File: src/rtl/tpac_pkg.sv
// ----------------------------------------------------------------------------
// tpac_pkg
// Shared types and codes for the two-point ADC temperature converter.
// ----------------------------------------------------------------------------
`default_nettype none

package tpac_pkg;

	// Configuration register indexes.
	typedef enum logic [1:0] {
		REG_TEMP_LOW  = 2'd0,
		REG_TEMP_HIGH = 2'd1,
		REG_CODE_LOW  = 2'd2,
		REG_CODE_HIGH = 2'd3
	} reg_idx_t;

	// Conversion direction.
	localparam logic OP_CODE_TO_DEG = 1'b0;
	localparam logic OP_DEG_TO_CODE = 1'b1;

	localparam int QDEPTH = 4;
	localparam int QPTRW  = 2;

	typedef struct packed {
		logic [31:0] slope;
		logic [31:0] offset;
		logic        rdy;
	} coeff_t;

	typedef struct packed {
		logic        op;
		logic        err;
		logic [31:0] num;
		logic [31:0] div;
	} q_entry_t;

	function automatic logic [31:0] asr1(input logic [31:0] v);
		return {v[31], v[31:1]};
	endfunction

	function automatic logic [31:0] sext16(input logic [15:0] v);
		return {{16{v[15]}}, v};
	endfunction

endpackage

`default_nettype wire

File: src/rtl/tpac_queue.sv
// ----------------------------------------------------------------------------
// tpac_queue
// Short first-in first-out queue between front and back.
// ----------------------------------------------------------------------------
`default_nettype none

module tpac_queue import tpac_pkg::*; (
	input  wire logic     clk,
	input  wire logic     arst_n,
	input  wire logic     push,
	input  wire q_entry_t wr,
	input  wire logic     pop,
	output q_entry_t      rd,
	output logic          full,
	output logic          empty,
	output logic [QPTRW:0] count
);

	q_entry_t         mem_q [QDEPTH];
	logic [QPTRW-1:0] wp_q, rp_q;
	logic [QPTRW:0]   cnt_q;
	logic             do_pop;

	assign full   = (cnt_q == (QPTRW+1)'(QDEPTH));
	assign empty  = (cnt_q == '0);
	assign do_pop = pop && !empty;
	assign rd     = mem_q[rp_q];
	assign count  = cnt_q;

	always_ff @(posedge clk or negedge arst_n) begin
		if (!arst_n) begin
			wp_q  <= '0;
			rp_q  <= '0;
			cnt_q <= '0;
		end else begin
			if (push) wp_q <= wp_q + 1'b1;
			if (do_pop) rp_q <= rp_q + 1'b1;
			cnt_q <= cnt_q + (QPTRW+1)'(push) - (QPTRW+1)'(do_pop);
		end
	end

	always_ff @(posedge clk) begin
		if (push) mem_q[wp_q] <= wr;
	end

endmodule

`default_nettype wire

File: config.mk
export PLATFORM = sky130hd
export DESIGN_NAME = tpac_queue
export DESIGN_NICKNAME = d
export VERILOG_FILES = /design/src/rtl/tpac_pkg.sv /design/src/rtl/tpac_queue.sv
export SDC_FILE = /design/constraint.sdc
export NUM_CORES = 1
export LEC_CHECK = 0
export ABC_AREA = 1
export BUFFER_PORTS_ARGS = -buffer_cell sky130_fd_sc_hd__buf_2
export CAP_MARGIN = 20
export CORE_ASPECT_RATIO = 1.2
export CORE_MARGIN = 1.5
export CORE_UTILIZATION = 25
export CTS_CLUSTER_SIZE = 8
export DETAILED_ROUTE_END_ITERATION = 8
export GPL_TIMING_DRIVEN = 1
export PLACE_DENSITY = 0.4
export SLEW_MARGIN = 20
export SYNTH_ARGS = -nofsm -noshare
export SYNTH_HDL_FRONTEND = slang
export SYNTH_SLANG_ARGS = --single-unit
File: constraint.sdc
create_clock -name clk -period 4.7 [get_ports clk]
set_clock_uncertainty 0.2 [all_clocks]
set_input_delay 0.235 -clock clk [delete_from_list [all_inputs] [get_ports clk]]
set_output_delay 0.235 -clock clk [all_outputs]
set_load 0.02 [all_outputs]
* After elaboration in Yosys (flattened, before gate mapping) *
Memory sizes are Yosys's and may differ from the RTL's.
Cells that the tools add are included.

storage, ports and cells
  bits in read-only memories = 0
  memory bits (writable) = 264
  bits of input ports = 70
  memories = 1
  output and inout bits = 71
  word-level logic and storage cells = 14
  latch bits = 0
  bits in registers = 7

cells by class
  shift-type cells = 0
  reduce and logical (&&, ||, !) cells = 3
  multiply operators = 0
  order comparisons = 0
  muxes and demuxes = 2
  bitwise gates (word level) = 0
  div/mod/pow operators = 0
  add/subtract/negate cells = 4
  equal/unequal tests = 1

memories
  memory  depth  bits a word  read ports  clocked after memory_dff  wr ports  line              source
  mem_q   4      66           1           0                         1         tpac_queue.sv:19  q_entry_t mem_q [QDEPTH];

operators with widths
  kind                                          count
  adder 2 x 1 -> 2 bit (second input constant)  2
  adder 3 x 1 -> 3 bit                          1
  == test 3 bit (second input constant)         1
  zero test 3 bit                               1
  subtractor 3 x 1 -> 3 bit                     1
  two-way mux 1 bit                             2
  logical AND 1 bit                             1
  zero test 1 bit                               1

* Longest topological paths before layout *
  depth in word-level cells = 4
  gate-level depth with buffers = 12
  gate-level depth less buffers = 12

* Least setup slack after synthesis *
OpenSTA, ideal clock, no wires.

  path type = register -> register
  start point = register wp_q[0]
  end point = memory mem_q[2][0] (netlist bit), enable pin
  required time = 4080 ps
  stages on the path, launching flop included = 5
  buffers on the path = 0
  data arrival time = 1952 ps
  slack = 2127 ps
  library setup time = 420 ps
  period minus slack after synthesis = 2573 ps
  path through = dfrtp_1 > inv_1 > ha_1 > nand2_1 > inv_1

RTL lines
  element                 line              source
  start, declared         tpac_queue.sv:20  logic [QPTRW-1:0] wp_q, rp_q;
  start signal, assigned  tpac_queue.sv:36  if (push) wp_q <= wp_q + 1'b1;
  end, declared           tpac_queue.sv:19

No word-level cell before the write port.

==> impl_results.md <==
* Final core occ at approximately a third
* Pre-antenna DRT Iters at 4
* Layout cell share with drive strength beyond 1 at approximately 18%
* GRT overflow at 0
* Hold WC Path Type: input pin to register
* FF+latch count, synth at ~270
* Setup crit start kind: register
* H-tree depth at 2
* Num ports at between 100 and 150
* Peak VDD IR at between 0.3 and 0.4 mV
* Drc violations at 0
* HPWL after detailed placement at ~14000 um
* RSZ-0062 raised after global routing: false
* Num Clock Sinks at between 200 and 300
* CTS Buf Count at 39
* Vias after detailed routing at 6787
* All-Layer GR Usage at between 10 and 15%
* Setup Slack @ Placement at approximately 1900 ps
* Post-synth cell types at 19
* Design Area, Final at between 10000 and 15000 um2
* Post-CTS setup buffers at 0
* RR Startpoint: wp_q[0]
* Hold WS at 270 ps
* Final setup fails at 0
* Post-layout instance count excluding filler cells at roughly 1700
* CTS tree: done
* Status: finished, final reports clean
* Die Height at ~230 um
* Largest net degree at the start of global routing at 88
* Synth area leader: edfxtp_1
* WL/cell at around 15 um
* DRT Wirelength at between 20000 and 30000 um
* Initial Utilization at ~25%
* Mapped Cells at slightly below 900
* Most frequent cell after synthesis: edfxtp_1
* Worst slew margin at a little over a third
* Crit share post-route at between 60% and 70%
* Final ANT Viol Nets at 0
* Total placed cells including tap cells at 1549
* Final Hold Fails at 0
* Int Power at about 5.6 mW
* Synth area leaders: edfxtp_1 (74%), nand2_1 (7.5%), nor2_1 (4.6%)
* Crit-path max FO at 34
* Final worst slack at around 1500 ps
* Combinational share of power at between 30% and 40%
* GP Congestion at between 0.6 and 0.7
* Mapped Area at around 11000 um2
* Layout area overhead at 27.8%
* R2R Setup Slk at between 2000 and 2500 ps
* Core ar. at ~43000 um2
* Clk slew on worst S/H paths at 50 ps
* Fmax at 0.310 GHz
* # nets final at between 1000 and 1500
* Hold Path Depth at 2
* I/O Buffers at 140
* CP Data Required Time at 4260 ps
* Number of synthesized flops with an enable pin at 264
* Top post-synthesis cells by count: edfxtp_1 (264), nand2_1 (214), nor2_1 (133), inv_1 (81), o21ai_0 (81)
* Fillers at about 4300
* Post-synth top area share at 73.5%
* Syn_area_per_cell at roughly 12 um2
* Multi-input logic area at around 2100 um2
* Die width at 193 um
* Setup crit end kind: primary output
* DR iter-0 viols at ~250
* Synthesized Nets at 968
* P_sw at around 3.3 mW
* Clock power frac at between 20% and 30%
* R2R cell count at 5
* Worst r2r dst: mem_q[0][61]
* Vias per Instance at approximately 4.0
* Sequential area share after synthesis at ~75%
* Final number of max-transition violations at 0
* Arrival @ worst endpoint at 2790 ps
* Worst slew pin tran at 960 ps
* Max-cap viol count at 0
* CP startpoint: rp_q[0]
* Tmin final at ~3200 ps
* Crit Path Class: register to primary output
* Vias in the first global route at roughly 6800
* Initial antenna violation count at 1
* Overall power at approximately 8.9 mW
* CTS Buffer Depth at 3
* Critical path endpoint: rd[65]
* Global-route wire length before repair at a little under 40000 um
* Clk root buf: clkbuf_16
* Leakage power at around 5.5 nW
* Yosys warnings at 0
* Post-synth ARST share at 2.58%
* Row count at just over 80
* Synth Flop Type: edfxtp_1
* Seq pwr share at approximately 37%
* Switch share at 36.9%
* Power density cells at 644 nW/um2
* Die area at 44400 um2
* Total area of sequential cells at roughly 8000 um2
* Placed Area at around 12000 um2
* Clk_lat worst skew at approximately 510 ps
* Setup TNS at 0 ps
## layout by cell type (no fill, tap or decap)
cell	n
buf_2	140
clkbuf_16	41
nand2_1	214
fa_1	1
ha_1	6
o21ai_1	52
edfxtp_1	264
diode_2	1
clkinv_2	4
xor2_1	2
dlygate4sd3_1	70
nand3_1	2
nor3_1	1
inv_2	1
inv_4	1
o21ai_0	81
dfrtp_1	6
xnor2_1	1
clkbuf_1	15
nor2_1	133
buf_4	10
dfrtp_4	1
inv_1	77
## critical path: stages (launching register included)
cell	delay (ps)
dfrtp_4	610
inv_2	570
buf_4	540
o21ai_0	260
nand2_1	120
buf_2	170
## cells by family (layout without fill, tap and decap cells)
logic type | after synthesis | after routing | share of synthesized area (%)
other | 0 | 1 | 0
adders and majority gates | 7 | 7 | 0.882
AOI/OAI and AO/OA | 133 | 133 | 6.17
xor gates and xnor gates | 3 | 3 | 0.244
DFF | 271 | 271 | 75.2
buffers and inverters | 127 | 359 | 5.33
and+or+nand+nor | 350 | 350 | 12.2
## how the worst min path moves through the flow
stage           start      endpoint  slack [ps]
2_1_floorplan  arst_n      count[0]        -260
3_3_place_gp   arst_n      count[2]        -110
3_5_place_dp   arst_n       rp_q[1]        -110
4_1_cts        wr[37]  mem_q[0][37]         240
5_1_grt        wr[37]  mem_q[0][37]         250
6_report       wr[37]  mem_q[0][37]         270
## metal layers
layer	global-route usage [%]	share of wire [%]	vias up
li1	-	-	3418
met1	13.8	42	3190
met2	20.2	51	137
met3	2.58	4.1	42
met4	3.88	2.1	0
met5	0	0	-
## sequential cells by signal (all words and copies together), names as in the netlist
| register | flops |
|---|---|
| mem_q | 264 |
| wp_q | 2 |
| count | 3 |
| rp_q | 2 |
## cell type report
class                      count  share of cell area (%)
antenna                        1                  0.0182
clock buffer                  56                    7.85
inverter                      83                    2.32
multi-input combinational    493                    15.3
sequential                   271                    58.8
tap                          552                    5.01
timing repair buffer         220                    10.7
## power groups by stage
stage | clock, mW | combinational (mW) | sequential, mW
3_3_place_gp | 0 | 3.12 | 3.36
4_1_cts | 2.63 | 3.16 | 3.32
5_1_grt | 2.71 | 3.44 | 3.36
6_report | 2.52 | 3.03 | 3.32
2_1_floorplan | 0 | 2.10 | 3.34
3_5_place_dp | 0 | 3.11 | 3.37
## what timing repair did
item                                   4_1_cts  5_1_grt
endpoints found under the hold margin      276        0
hold buffers                                70        0
resized for setup                            0        0
Note: power is estimated with default switching activity, not from simulation.
