File: config.mk
export PLATFORM = sky130hd
export DESIGN_NAME = tpac_front
export DESIGN_NICKNAME = d
export VERILOG_FILES = /design/src/rtl/tpac_pkg.sv /design/src/rtl/tpac_front.sv
export SDC_FILE = /design/constraint.sdc
export NUM_CORES = 1
export LEC_CHECK = 0
export ABC_AREA = 1
export BUFFER_PORTS_ARGS = -buffer_cell sky130_fd_sc_hd__buf_2
export CAP_MARGIN = 25
export CORE_ASPECT_RATIO = 1.5
export CORE_MARGIN = 3
export CORE_UTILIZATION = 50
export DETAILED_ROUTE_END_ITERATION = 7
export PLACE_DENSITY = 0.69
export SYNTH_ARGS = -nofsm -noshare
export SYNTH_HDL_FRONTEND = slang
export SYNTH_SLANG_ARGS = --single-unit
File: constraint.sdc
create_clock -name clk -period 4.5 [get_ports clk]
set_input_delay 0.675 -clock clk [delete_from_list [all_inputs] [get_ports clk]]
set_output_delay 0.675 -clock clk [all_outputs]
set_load 0.005 [all_outputs]
File: src/rtl/tpac_pkg.sv
// ----------------------------------------------------------------------------
// tpac_pkg
// Shared types and codes for the two-point ADC temperature converter.
// ----------------------------------------------------------------------------
`default_nettype none

package tpac_pkg;

	// Configuration register indexes.
	typedef enum logic [1:0] {
		REG_TEMP_LOW  = 2'd0,
		REG_TEMP_HIGH = 2'd1,
		REG_CODE_LOW  = 2'd2,
		REG_CODE_HIGH = 2'd3
	} reg_idx_t;

	// Conversion direction.
	localparam logic OP_CODE_TO_DEG = 1'b0;
	localparam logic OP_DEG_TO_CODE = 1'b1;

	localparam int QDEPTH = 4;
	localparam int QPTRW  = 2;

	typedef struct packed {
		logic [31:0] slope;
		logic [31:0] offset;
		logic        rdy;
	} coeff_t;

	typedef struct packed {
		logic        op;
		logic        err;
		logic [31:0] num;
		logic [31:0] div;
	} q_entry_t;

	function automatic logic [31:0] asr1(input logic [31:0] v);
		return {v[31], v[31:1]};
	endfunction

	function automatic logic [31:0] sext16(input logic [15:0] v);
		return {{16{v[15]}}, v};
	endfunction

endpackage

`default_nettype wire

File: src/rtl/tpac_front.sv
// ----------------------------------------------------------------------------
// tpac_front
// Accepts items, forms the dividend and divisor, flags a zero slope on degrees-to-code items.
// ----------------------------------------------------------------------------
`default_nettype none

module tpac_front import tpac_pkg::*; #(
	parameter logic [31:0] SCALE = 32'd256
) (
	input  wire logic        clk,
	input  wire logic        arst_n,
	input  wire coeff_t      coeff,
	input  wire logic        in_valid,
	output logic             in_ready,
	input  wire logic        op,
	input  wire logic [15:0] raw_code,
	input  wire logic [15:0] degrees_in,
	output logic             push,
	output q_entry_t         entry,
	input  wire logic        q_full
);

	logic        v_s1, op_s1;
	logic [31:0] prod_s1, ma, mb;
	logic        adv;

	assign adv      = !v_s1 || !q_full;
	assign in_ready = coeff.rdy && adv;
	assign ma       = (op == OP_DEG_TO_CODE) ? sext16(degrees_in) : {16'd0, raw_code};
	assign mb       = (op == OP_DEG_TO_CODE) ? SCALE : coeff.slope;

	always_ff @(posedge clk or negedge arst_n) begin
		if (!arst_n) begin
			v_s1 <= 1'b0;
		end else if (adv) begin
			v_s1 <= in_valid && in_ready;
		end
	end

	always_ff @(posedge clk) begin
		if (in_valid && in_ready) begin
			op_s1   <= op;
			prod_s1 <= ma * mb;
		end
	end

	assign push      = v_s1 && !q_full;
	assign entry.op  = op_s1;
	assign entry.err = (op_s1 == OP_DEG_TO_CODE) && (coeff.slope == 32'd0);
	assign entry.num = (op_s1 == OP_DEG_TO_CODE)
		? prod_s1 - coeff.offset + asr1(coeff.slope)
		: prod_s1 + coeff.offset + (SCALE >> 1);
	assign entry.div = (op_s1 == OP_DEG_TO_CODE) ? coeff.slope : SCALE;

endmodule

`default_nettype wire

# After elaboration in Yosys (flattened, before gate mapping)
# Index checks and enable logic that the tools add are counted.
[classes] n_mux=4 bitwise_logic=0 mul=1 magnitude_cmp=0 shift=0 reduce_logical=8 div_mod_pow=0 n_addsub=4 n_eq_ne=0
[ops] operator="$mux 32" n=4
[ops] operator="$add 32x32->32" n=2
[ops] operator="$add 32x8->32 const B" n=1
[ops] operator="$logic_not 32->1" n=1
[ops] operator="$mul 32x32->32" n=1
[ops] operator="$sub 32x32->32" n=1
[ops] operator="$logic_and 1x1->1" n=4
[ops] operator="$logic_not 1->1" n=2
[ops] operator="$logic_or 1x1->1" n=1
[word_totals] inputBits=102 ramBits=0 ff_bits=34 word_cells=20 mem_bits_ro=0 n_memories=0 latch_bits=0

# Longest topological paths before layout
[depth] word_depth=4 ltp_mapped=36

# Worst setup path after synthesis
# Ideal clock, no wire load.
[synth_timing] path_kind="in2reg" start="in op" end="reg prod_s1[31] (data pin)" arrival_ps=6895 required_ps=4248 slack_ps=-2647 cell_stages=27 setup_time_ps=252 path_cell_list="buf_4 > buf_1 > nor2_1 > clkinv_1 > nor2_1 > fa_1 > fa_1 > fa_1 > inv_1 > fa_1 > inv_1 > fa_1 > inv_1 > fa_1 > inv_1 > fa_1 > fa_1 > ha_1 > nand2_1 > nor4_1 > nand4_1 > nand3_1 > nand2_1 > nand3_1 > inv_1 > nand3_1 > nand2_1"
[synth_via] elab_chain_cells=2 word_cells_on_any_way=3 cone_classes="mul (1); mux (2)"
[synth_lines] element="start: declaration" line_no="tpac_front.sv:15" rtl="input wire logic op,"
[synth_lines] element="$mux 32, on equally long branches" line_no="tpac_front.sv:29, tpac_front.sv:30"
[synth_lines] element="$mul 32x32->32 *" line_no="tpac_front.sv:43" rtl="prod_s1 <= ma * mb;"
[synth_lines] element="end signal: assignment" line_no="tpac_front.sv:43"
[synth_lines] element="end: declaration" line_no="tpac_front.sv:24" rtl="logic [31:0] prod_s1, ma, mb;"
# Every way passes the cells marked *; elsewhere a longest branch is shown, timed or not.
# A chain may end at the register's enable or synchronous reset.

# Worst setup path after layout
[layout_timing] start="in op" end="reg prod_s1[23] (data pin)"
# The elaborated chain is that of the path after synthesis.

==> impl_metrics.csv <==
group,metric,value,unit
status,status,"finished with violations",
status,violations,"setup timing",
yosys,yosys.area_share.adder,51.4,%
yosys,avgSynthCellArea,7.48,µm²
cts,cts.clk_slew.worst_paths,60,ps
cts,cts_sinks,34,
yosys,postSynthCellCount,2772,
critical_path,critPathArrivalTime,6920,ps
cts,clock_latency,290,ps
timing,worst_slack,-2380,ps
critical_path,crit_top_cell,"fa_1",
yosys,synth-warning-count,0,
worst_hold_path,hp-class,"in2async",
floorplan,die_h,255,µm
critical_path,cp_max_fo,8,
floorplan,core_area,0.0407,mm²
floorplan,io_pins,170,
layout,drive_gt1_share,28.4,%
critical_path,slowest_delay,540,ps
timing,finalSetupViolCount,35,
critical_path,critical_path_buf_inv_count,10,
global_route,met3_usage,5.49,%
route,initialDrtViolationCount,1467,
timing,rsz0062_at_grt,"yes",
critical_path,cp.required,4530,ps
global_route,grt_pass1_vias,22900,
route,drtPass1Iterations,6,
route,wirelength,87600,µm
critical_path,critPathTopFamily,"adder cells",
cts,numCtsBuffers,5,
yosys,synth-edff-count,33,
timing,hold_viol_final,0,
route,ant_nets,0,
yosys,synth_xor_xnor_area_share,2.15,%
global_route,top_usage_layer,"met2",
layout,antenna_cells,0,
cts,tritoncts,"yes",
floorplan,start_util,51.0,%
yosys,synth_mux_area_share,0,%
job,maxCapViolCount,0,
place,gp_congestion,1.02,
critical_path,regToRegSetupSlack,3100,ps
route,post_drt_via_cell_ratio,5.50,
global_route,grt_max_degree,54,
yosys,synth.top_cell.area_share,38.4,%
timing,clock-skew-final,4.31,ps
layout,final_nets,4031,
timing,post-route-period-util,153,%
floorplan,rows,90,
floorplan,die-area,0.0440,mm²
yosys,synth-seq-cells,34,
place,port_buffers,169,
place,place_ws,-2780,ps
global_route,grt_pass1_wl,129000,µm
place,dpl_cell_area,0.0254,mm²
yosys,synthFlopType,"edfxtp_1",
place,hpwlAfterDp,74800,µm
global_route,grtUsageTotal,39.3,%
timing,worst_slew_pin_slew,1090,ps
critical_path,startpoint_type,"input port",
global_route,grt.met1_usage,41.7,%
route,vias,21300,
floorplan,die_x,172,µm
yosys,ys_seq_area_share,4.90,%
cts,cts_root_buf,"clkbuf_16",
timing,period_needed,6880,ps
cts,clock_path_buffers,2,
route,wl_per_cell,22.6,µm
yosys,synthArstFlopShare,2.94,%
layout,areaGrowthSynthToFinish,34.3,%
yosys,synthTopCellsByArea,"fa_1, ha_1, inv_1",
critical_path,path_class,"in2reg",
yosys,synth_simple_gate_area_share,19.4,%
critical_path,critical_path.endpoint_type,"flop",
cts,htreeDepth,2,
timing,slew_violations,0,
yosys,synth_cell_types,41,
critical_path,crit_path_top_delay_cell,"fa_2",
timing,relSlewSlack,26.4,%
global_route,grtUsageMet2,69.9,%
yosys,synth_top_family_by_area,"adder cells",
yosys,synth_top_area_cell,"fa_1",
route,drc,0,
layout,final_area,0.0279,mm²
yosys,synth.cell_area,0.0207,mm²
global_route,grt_antenna_before_repair,1,
yosys,synth_compound_area_share,8.40,%
timing,max_clock_freq,145,MHz
global_route,gr-total-overflow,0,
cell type report:
type	count	area, µm²
clock buffer	5	125
clock inverter	3	68.8
fill	3454	12800
inverter	702	2700
multi-input combinational	2019	19000
sequential	34	1020
tap	552	691
timing repair buffer	553	4210
worst reg2reg max path: cells and delay by family, from the launching register on:
kind,cells,cell delay [ps]
buf+inv,2,460
flops,1,380
simple gates,2,180
flip-flops by register name, indices dropped and copies added, names as in the netlist:
| register | flops |
|---|---|
| prod_s1 | 32 |
| v_s1 | 1 |
| op_s1 | 1 |
layer usage:
metal / wire (µm) / up-vias / share of wire [%]
met5: 0 / - / 0
met3: 6210 / 432 / 7.1
met4: 9100 / 0 / 10
met1: 28600 / 10300 / 33
li1: - / 9456 / -
met2: 43600 / 1068 / 50
timing repair:
action / in CTS / in global routing
cloned: 0 / 0
setup buffers: 26 / 27
setup endpoints to repair: 27 / 46
pin swaps: 79 / 111
hold buffers: 0 / 0
resized for setup: 227 / 226
worst paths after layout:
kind                                        from                    end  depth (start not counted)
worst min-delay path                      arst_n       v_s1$_DFFE_PN0N_                          1
worst min register to register  v_s1$_DFFE_PN0N_       v_s1$_DFFE_PN0N_                          2
min in group clk                v_s1$_DFFE_PN0N_       v_s1$_DFFE_PN0N_                          2
worst max-delay path                          op  prod_s1[23]$_DFFE_PP_                         26
worst max register to register  v_s1$_DFFE_PN0N_  prod_s1[17]$_DFFE_PP_                          4
max in group asynchronous                 arst_n       v_s1$_DFFE_PN0N_                          1
per-stage QoR:
stage,cells,setup TNS [ps],hold slack [ps],utilization [%]
after floorplan,2804,-39320,379,-
after detailed placement,3812,-57300,451,62.5
final,3868,-48510,152,68.5
after global routing,3868,-53060,154,68.5
after global placement,3812,-56100,449,62.5
after CTS,3845,-45370,147,65.9
layout by cell type (no fill, tap or decap), types with 33 or more instances in the layout:
master and count:
inv_1 635, nand2_1 442, fa_1 371, buf_4 318, nor2_1 291, ha_1 165
buf_2 165, a21oi_1 106, o21ai_0 77, nand3_1 56, nor2_4 51, ha_4 51
inv_2 46, buf_6 41, nor2_2 37, nand2_2 34, conb_1 34, edfxtp_1 33
cell families (layout without fill, tap and decap cells):
group                    Yosys count  count (layout)
AND/OR/NAND/NOR                 1006            1006
buffers and inverters            751            1263
adder cells (fa/ha/maj)          614             614
AO/OA/AOI/OAI                    314             314
XOR/XNOR                          51              51
flip-flops                        34              34
other                              2              34
cell usage after synthesis (all sizes together) (3+ instances only):
cell / n
edfxtp: 33
o221ai: 5
a31oi: 13
clkinv: 12
a21o: 16
o21a: 10
xnor2: 18
o21ai: 109
nand2: 491
nor2: 379
nand4: 27
nor3: 19
nand3b: 5
nor4: 6
clkbuf: 34
o21bai: 11
ha: 216
inv: 690
buf: 15
fa: 398
a21oi: 133
nand3: 78
a22oi: 4
a21boi: 5
o31ai: 3
xor2: 33
Power is not shown: default switching activity piles up to over one toggle a cycle in this logic, so the estimate is an artifact.
