### src/rtl/tpac_pkg.sv
// ----------------------------------------------------------------------------
// tpac_pkg
// Shared types and codes for the two-point ADC temperature converter.
// ----------------------------------------------------------------------------
`default_nettype none

package tpac_pkg;

	// Configuration register indexes.
	typedef enum logic [1:0] {
		REG_TEMP_LOW  = 2'd0,
		REG_TEMP_HIGH = 2'd1,
		REG_CODE_LOW  = 2'd2,
		REG_CODE_HIGH = 2'd3
	} reg_idx_t;

	// Conversion direction.
	localparam logic OP_CODE_TO_DEG = 1'b0;
	localparam logic OP_DEG_TO_CODE = 1'b1;

	localparam int QDEPTH = 4;
	localparam int QPTRW  = 2;

	typedef struct packed {
		logic [31:0] slope;
		logic [31:0] offset;
		logic        rdy;
	} coeff_t;

	typedef struct packed {
		logic        op;
		logic        err;
		logic [31:0] num;
		logic [31:0] div;
	} q_entry_t;

	function automatic logic [31:0] asr1(input logic [31:0] v);
		return {v[31], v[31:1]};
	endfunction

	function automatic logic [31:0] sext16(input logic [15:0] v);
		return {{16{v[15]}}, v};
	endfunction

endpackage

`default_nettype wire

### src/rtl/tpac_coef.sv
// ----------------------------------------------------------------------------
// tpac_coef
// Holds the calibration registers and derives slope and offset with a
// serial divider, one quotient bit per cycle.
// ----------------------------------------------------------------------------
`default_nettype none

module tpac_coef import tpac_pkg::*; #(
	parameter logic [31:0] SCALE = 32'd256
) (
	input  wire logic        clk,
	input  wire logic        arst_n,
	input  wire logic        cfg_we,
	input  wire logic [1:0]  cfg_addr,
	input  wire logic [15:0] cfg_wdata,
	output coeff_t           coeff
);

	typedef enum logic [4:0] {
		ST_IDLE = 5'b00001,
		ST_LOAD = 5'b00010,
		ST_DIV  = 5'b00100,
		ST_MUL  = 5'b01000,
		ST_SUB  = 5'b10000
	} st_t;

	st_t         state_q;
	logic [15:0] tl_q, th_q, cl_q, ch_q;
	logic [31:0] dq_q, mb_q, rem_q, slope_q, offset_q, tls_q;
	logic        neg_q, zero_q;
	logic [4:0]  cnt_q;

	logic [15:0] span16;
	logic [31:0] span, num;
	logic [32:0] trial;
	logic        take;

	assign span16 = ch_q - cl_q;
	assign span   = sext16(span16);
	assign num    = (sext16(th_q) - sext16(tl_q)) * SCALE + asr1(span);
	assign trial  = {rem_q, dq_q[31]};
	assign take   = trial >= {1'b0, mb_q};

	always_ff @(posedge clk or negedge arst_n) begin
		if (!arst_n) begin
			state_q <= ST_LOAD;
			tl_q    <= 16'd0;
			th_q    <= 16'd1000;
			cl_q    <= 16'd0;
			ch_q    <= 16'd1000;
			cnt_q   <= 5'd0;
		end else begin
			if (cfg_we) begin
				unique case (reg_idx_t'(cfg_addr))
					REG_TEMP_LOW:  tl_q <= cfg_wdata;
					REG_TEMP_HIGH: th_q <= cfg_wdata;
					REG_CODE_LOW:  cl_q <= cfg_wdata;
					REG_CODE_HIGH: ch_q <= cfg_wdata;
					default: ;
				endcase
				state_q <= ST_LOAD;
			end else begin
				unique case (state_q)
					ST_IDLE: ;
					ST_LOAD: begin
						state_q <= ST_DIV;
						cnt_q   <= 5'd0;
					end
					ST_DIV: begin
						cnt_q <= cnt_q + 5'd1;
						if (cnt_q == 5'd31) begin
							state_q <= ST_MUL;
						end
					end
					ST_MUL:  state_q <= ST_SUB;
					ST_SUB:  state_q <= ST_IDLE;
					default: state_q <= ST_LOAD;
				endcase
			end
		end
	end

	always_ff @(posedge clk) begin
		unique case (state_q)
			ST_LOAD: begin
				dq_q   <= num[31] ? (32'd0 - num) : num;
				mb_q   <= span[31] ? (32'd0 - span) : span;
				neg_q  <= num[31] ^ span[31];
				zero_q <= (span16 == 16'd0);
				rem_q  <= 32'd0;
			end
			ST_DIV: begin
				rem_q <= take ? 32'(trial - {1'b0, mb_q}) : trial[31:0];
				dq_q  <= {dq_q[30:0], take};
			end
			ST_MUL: begin
				if (zero_q) begin
					slope_q <= 32'd0;
				end else begin
					slope_q <= neg_q ? (32'd0 - dq_q) : dq_q;
				end
				tls_q <= sext16(tl_q) * SCALE;
			end
			ST_SUB:  offset_q <= tls_q - {16'd0, cl_q} * slope_q;
			default: ;
		endcase
	end

	assign coeff.slope  = slope_q;
	assign coeff.offset = offset_q;
	assign coeff.rdy    = (state_q == ST_IDLE) && !cfg_we;

endmodule

`default_nettype wire

### config.mk
export PLATFORM = sky130hd
export DESIGN_NAME = tpac_coef
export DESIGN_NICKNAME = d
export VERILOG_FILES = /design/src/rtl/tpac_pkg.sv /design/src/rtl/tpac_coef.sv
export SDC_FILE = /design/constraint.sdc
export NUM_CORES = 2
export LEC_CHECK = 0
export ABC_AREA = 1
export BUFFER_PORTS_ARGS = -buffer_cell sky130_fd_sc_hd__buf_2
export CELL_PAD_IN_SITES_DETAIL_PLACEMENT = 1
export CELL_PAD_IN_SITES_GLOBAL_PLACEMENT = 1
export CORE_ASPECT_RATIO = 2
export CORE_MARGIN = 1
export CORE_UTILIZATION = 33
export DETAILED_ROUTE_END_ITERATION = 10
export GPL_ROUTABILITY_DRIVEN = 0
export PLACE_DENSITY = 0.59
export SETUP_SLACK_MARGIN = 0.2
export SLEW_MARGIN = 10
export SYNTH_ARGS = -nofsm -noshare
export SYNTH_HDL_FRONTEND = slang
export SYNTH_SLANG_ARGS = --single-unit
### constraint.sdc
create_clock -name clk -period 18 [get_ports clk]
set_clock_uncertainty 0.15 [all_clocks]
set_input_delay 2.7 -clock clk [delete_from_list [all_inputs] [get_ports clk]]
set_output_delay 2.7 -clock clk [all_outputs]
set_load 0.005 [all_outputs]
# == Word level (Yosys, flattened, before mapping) ==
# Index checks and enable logic that the tools add are counted.
# word_totals
reg_bits,237
out_inout_bits,65
# classes
add_sub_neg,9
mul,1
magnitude_cmp,1
eq_ne,11
n_mux,10
bitwise,2
reduce_logical,11
# ops
operator,n
$pmux 32 s2,2
$mux 32,3
$sub 32x32->32,2
$ge 33x32->1,1
$mul 16x32->32,1
$sub 1x32->32 const A,1
$sub 1x26->27 const A,1
$add 25x15->26,1
$pmux 5 s5,1
$sub 1x16->17 const A,1
$sub 16x16->17,1
$logic_not 16->1,1
$sub 16x16->16,1
$mux 15,1
$reduce_and 2->1,6
$eq 5x5->1 const B,2
$mux 5,2
$pmux 5 s2,1
$add 5x1->5 const B,1
$eq 5x1->1 const B,1
$eq 5x2->1 const B,1
$eq 5x3->1 const B,1
$eq 5x4->1 const B,1
$eq 2x2->1 const B,2
other kinds (9),9

# == Longest topological paths before layout ==
# logic_depth
depth_word,5
depth_mapped,36

# == Worst setup path after synthesis ==
# Ideal clock, no wire load.
# synth_path
path_kind,reg2reg
start,register cl_q[6]
end,"register offset_q[30], data pin"
setup_time_ns,0.262
arrival_time_ns,5.566
t_required_ns,17.588
path_slack_ns,12.022
path_stages_with_launch,23
n_path_buf,2
period_less_slack_ns,5.978
cell_sequence,dfrtp_1 -> clkbuf_1 -> buf_1 -> nand2_1 -> fa_1 -> inv_1 -> fa_1 -> inv_1 -> fa_1 -> fa_1 -> fa_1 -> inv_1 -> fa_1 -> inv_1 -> ha_1 -> nand2_1 -> nor4_1 -> nand4_1 -> nand3_1 -> nand2_1 -> o211ai_1 -> a21oi_1 -> xor2_1
# synth_via
elab_chain_cells,2
# synth_rtl
item,line,source
"start, declared",tpac_coef.sv:28,"logic [15:0] tl_q, th_q, cl_q, ch_q;"
"start signal, assigned",tpac_coef.sv:57,REG_CODE_LOW: cl_q <= cfg_wdata;
$mul 16x32->32,tpac_coef.sv:104,"ST_SUB: offset_q <= tls_q - {16'd0, cl_q} * slope_q;"
$sub 32x32->32,tpac_coef.sv:104,
"end signal, assigned",tpac_coef.sv:104,
"end, declared",tpac_coef.sv:29,"logic [31:0] dq_q, mb_q, rem_q, slope_q, offset_q, tls_q;"
# Every way passes these cells.
# A chain may end at the register's enable or synchronous reset.

# == Worst setup path after layout ==
# layout_path
start,register cl_q[2]
end,"register offset_q[29], data pin"
# The elaborated chain is that of the path after synthesis.

==> results.toml <==
[run_status]
status = "finished, final reports clean"

[final_layout]
layout_common_cells = "863 x nand2_1, 760 x inv_1, 334 x fa_1, 187 x o21ai_0, 172 x a21oi_1"
nNetsFinal = 3945
drive_gt1_frac = 0.0599
diodes = 0
mostFrequentLayoutCell = "nand2_1"
fillers = 9972
fin_util = 0.361
area_delta_synth_final_pct = 8.44

[route]
first_iter_violations = 832
wl_per_cell_um = 21.1
routed_via_density = 4.93
ant_nets = 0
first_pass_iters = 5
wl_um = 95200
drc = 0
via_count = 22223

[logic_synthesis]
synth_edf_count = 163
ys.flop_type = "edfxtp_1"
synth_warnings = 0
synth.avg_cell_area_um2 = 8.00
ys_seq_elements = 237
ys_types = 58
synthesis.area_mm2 = 0.0273
synthArstFlopShare = 0.312
synth_fp_nets = 3926
synthCells = 3418
synth_seq_area_share = 0.247

[grt]
antenna_found_initial = 2
grt_usage = 0.234
grt_pass1_wl_um = 147000
grt_max_degree = 75
grt_overflow = 0
grt_pass1_vias = 25007

[sta]
setup_viol = 0
fin_crit_ps = 7290
worstMarginPinSlew_ps = 1120
grt_setup_unrepaired = "false"
fmax_mhz = 137
hold_violations = 0
tns_ps = 0
drv_slew = 0
max_slew_margin = 0.252
period_share = 0.405

[clocking]
numCtsBuffers = 25
htree_num_levels = 1
cts_resized = 0
tritoncts = "done"
cts_setup_buffers = 0
clock_path_buffers = 3
cts_root_buf = "clkbuf_16"
clkSinkCount = 237
clk_pin_slew_ps = 70
worstSkewPairLatency_ps = 580
cts_hold_buf = 0

[worst_setup_path]
critPathBufInv = 5
cp_max_fo = 22
path_cells = "buf_4, nand2_1, fa_1, inv_1, fa_1, fa_1, inv_1, fa_1, fa_1, inv_1, fa_1, inv_1, ha_1, nand2_1, nor4_1, nand4_1, nand3_1, nand3_1, o2111ai_1, xor2_1"
cpMostUsedCell = "fa_1"
start_kind = "flop"
r2r_start = "cl_q[2]"
critPathMaxStageDelay_ps = 700
rr_worst_depth = 20
worstSetupEndpointType = "flop"
crit_required_ps = 18150
crit_slowest_cell = "nor4_1"
critPathKind = "reg -> reg"
crit_family = "adder cells"
arrival_ps = 7440
rrSetupSlack_ps = 10710
r2r_end = "offset_q[29]"

[placed_design]
port_buffers = 85
place_hpwl_um = 78100

[floorplanning]
core.rowCount = 149
initial_core_util = 0.332
core_area_mm2 = 0.0822
die_w_um = 206
die_area_mm2 = 0.0841
boundaryPins = 86
dieHeight_um = 409

[min_path]
hp-class = "reg -> reg"
min_path_cells = 2
worstHoldEndpoint = "cl_q[12]"
min_from = "cl_q[12]"

[flow_run]
max_cap_viol_count = 0
layer usage:
metal | wire length [µm] | part of all wire | vias to the layer above | track usage
li1 | - | - | 10493 | -
met1 | 32600 | 0.34 | 11169 | 0.228
met2 | 55000 | 0.58 | 364 | 0.474
met3 | 2570 | 0.027 | 197 | 0.0229
met4 | 5040 | 0.053 | 0 | 0.113
met5 | 0 | 0 | - | 0
how the worst max path moves through the flow:
stage,from,endpoint,cells after the start
after floorplan,cl_q[6],offset_q[30],22
after global placement,cl_q[2],offset_q[29],20
after detailed placement,slope_q[4],offset_q[29],17
after CTS,slope_q[4],offset_q[29],17
after global routing,slope_q[4],offset_q[29],17
final,cl_q[2],offset_q[29],20
worst register-to-register path, cell delays in order (launching register included):
cell       delay (ps)
dfrtp_1           660
buf_4             440
nand2_1           160
fa_1              540
inv_1              50
fa_1              460
fa_1              560
inv_1              60
fa_1              460
fa_1              540
inv_1              50
fa_1              520
inv_1              40
ha_1              360
nand2_1           190
nor4_1            700
nand4_1           240
nand3_1           340
nand3_1           210
o2111ai_1         160
xor2_1            120
kinds of logic (layout without fill, tap and decap cells):
logic type / count (synthesis) / in the layout / synth area share
AOI/OAI and AO/OA: 438 / 438 / 0.0862
xor gates and xnor gates: 135 / 135 / 0.0433
adders and majority gates: 487 / 487 / 0.315
buffers and inverters: 887 / 923 / 0.123
DFF: 237 / 237 / 0.247
other: 1 / 1 / 0.000137
and+or+nand+nor: 1233 / 1233 / 0.185
flip-flops by register name, indices dropped and copies added (netlist names):
| name | cells |
|---|---|
| tls_q | 16 |
| offset_q | 32 |
| neg_q | 1 |
| zero_q | 1 |
| tl_q | 16 |
| th_q | 16 |
| state_q | 5 |
| ch_q | 16 |
| slope_q | 32 |
| rem_q | 32 |
| cnt_q | 5 |
| cl_q | 16 |
| dq_q | 32 |
| mb_q | 17 |
Yosys cell counts (2+ instances only):
cell / count / area (µm²)
a211oi_1: 5 / 37.5
nand3b_1: 10 / 75.1
o211ai_1: 4 / 30.0
buf_6: 3 / 33.8
o22ai_1: 2 / 12.5
a31oi_1: 14 / 87.6
edfxtp_1: 163 / 4890
a21oi_1: 172 / 861
inv_1: 761 / 2860
buf_1: 6 / 22.5
nor2_1: 166 / 623
nor2_4: 2 / 22.5
o21ai_1: 15 / 75.1
or2_1: 2 / 12.5
o21bai_1: 8 / 60.1
nand2_4: 4 / 45.0
nor3_1: 31 / 155
clkbuf_1: 101 / 379
o21ai_0: 187 / 936
nand2_2: 10 / 62.6
xor2_1: 76 / 666
xnor2_1: 59 / 517
dfrtp_1: 61 / 1530
and2_1: 3 / 18.8
fa_1: 334 / 6690
o21a_1: 8 / 60.1
or2_2: 3 / 18.8
buf_2: 10 / 50.1
ha_1: 153 / 1910
nand2_1: 863 / 3240
o2111ai_1: 2 / 17.5
a21o_1: 7 / 52.6
a22o_1: 2 / 17.5
nor4_1: 8 / 50.1
dfstp_2: 13 / 342
nor3_2: 2 / 20.0
inv_2: 4 / 15.0
nand3_1: 93 / 465
o31ai_1: 3 / 22.5
nand4_1: 30 / 188
area by class of cell:
class                   count  area, µm²  share of cell area
repair buffers            114        646              0.0218
well taps                1057       1320              0.0446
clock buffers              27        654              0.0221
multi-input cells        2294      17200               0.581
inverters                 765       2870              0.0969
flip-flops and latches    237       6770               0.228
clock inverters            17        161             0.00544
per-stage QoR:
| step | setup WS (ps) | instances | area, µm² | hold slack [ps] |
|---|---|---|---|---|
| global placement | 10770 | 4467 | 28800 | 318 |
| floorplan | 12020 | 3418 | 27300 | 297 |
| CTS | 10690 | 4511 | 29600 | 344 |
| detailed placement | 10750 | 4467 | 28800 | 328 |
| global route | 10580 | 4511 | 29600 | 374 |
| finish | 10710 | 4511 | 29600 | 341 |
Power is not shown: default switching activity piles up to over one toggle a cycle in this logic, so the estimate is an artifact.
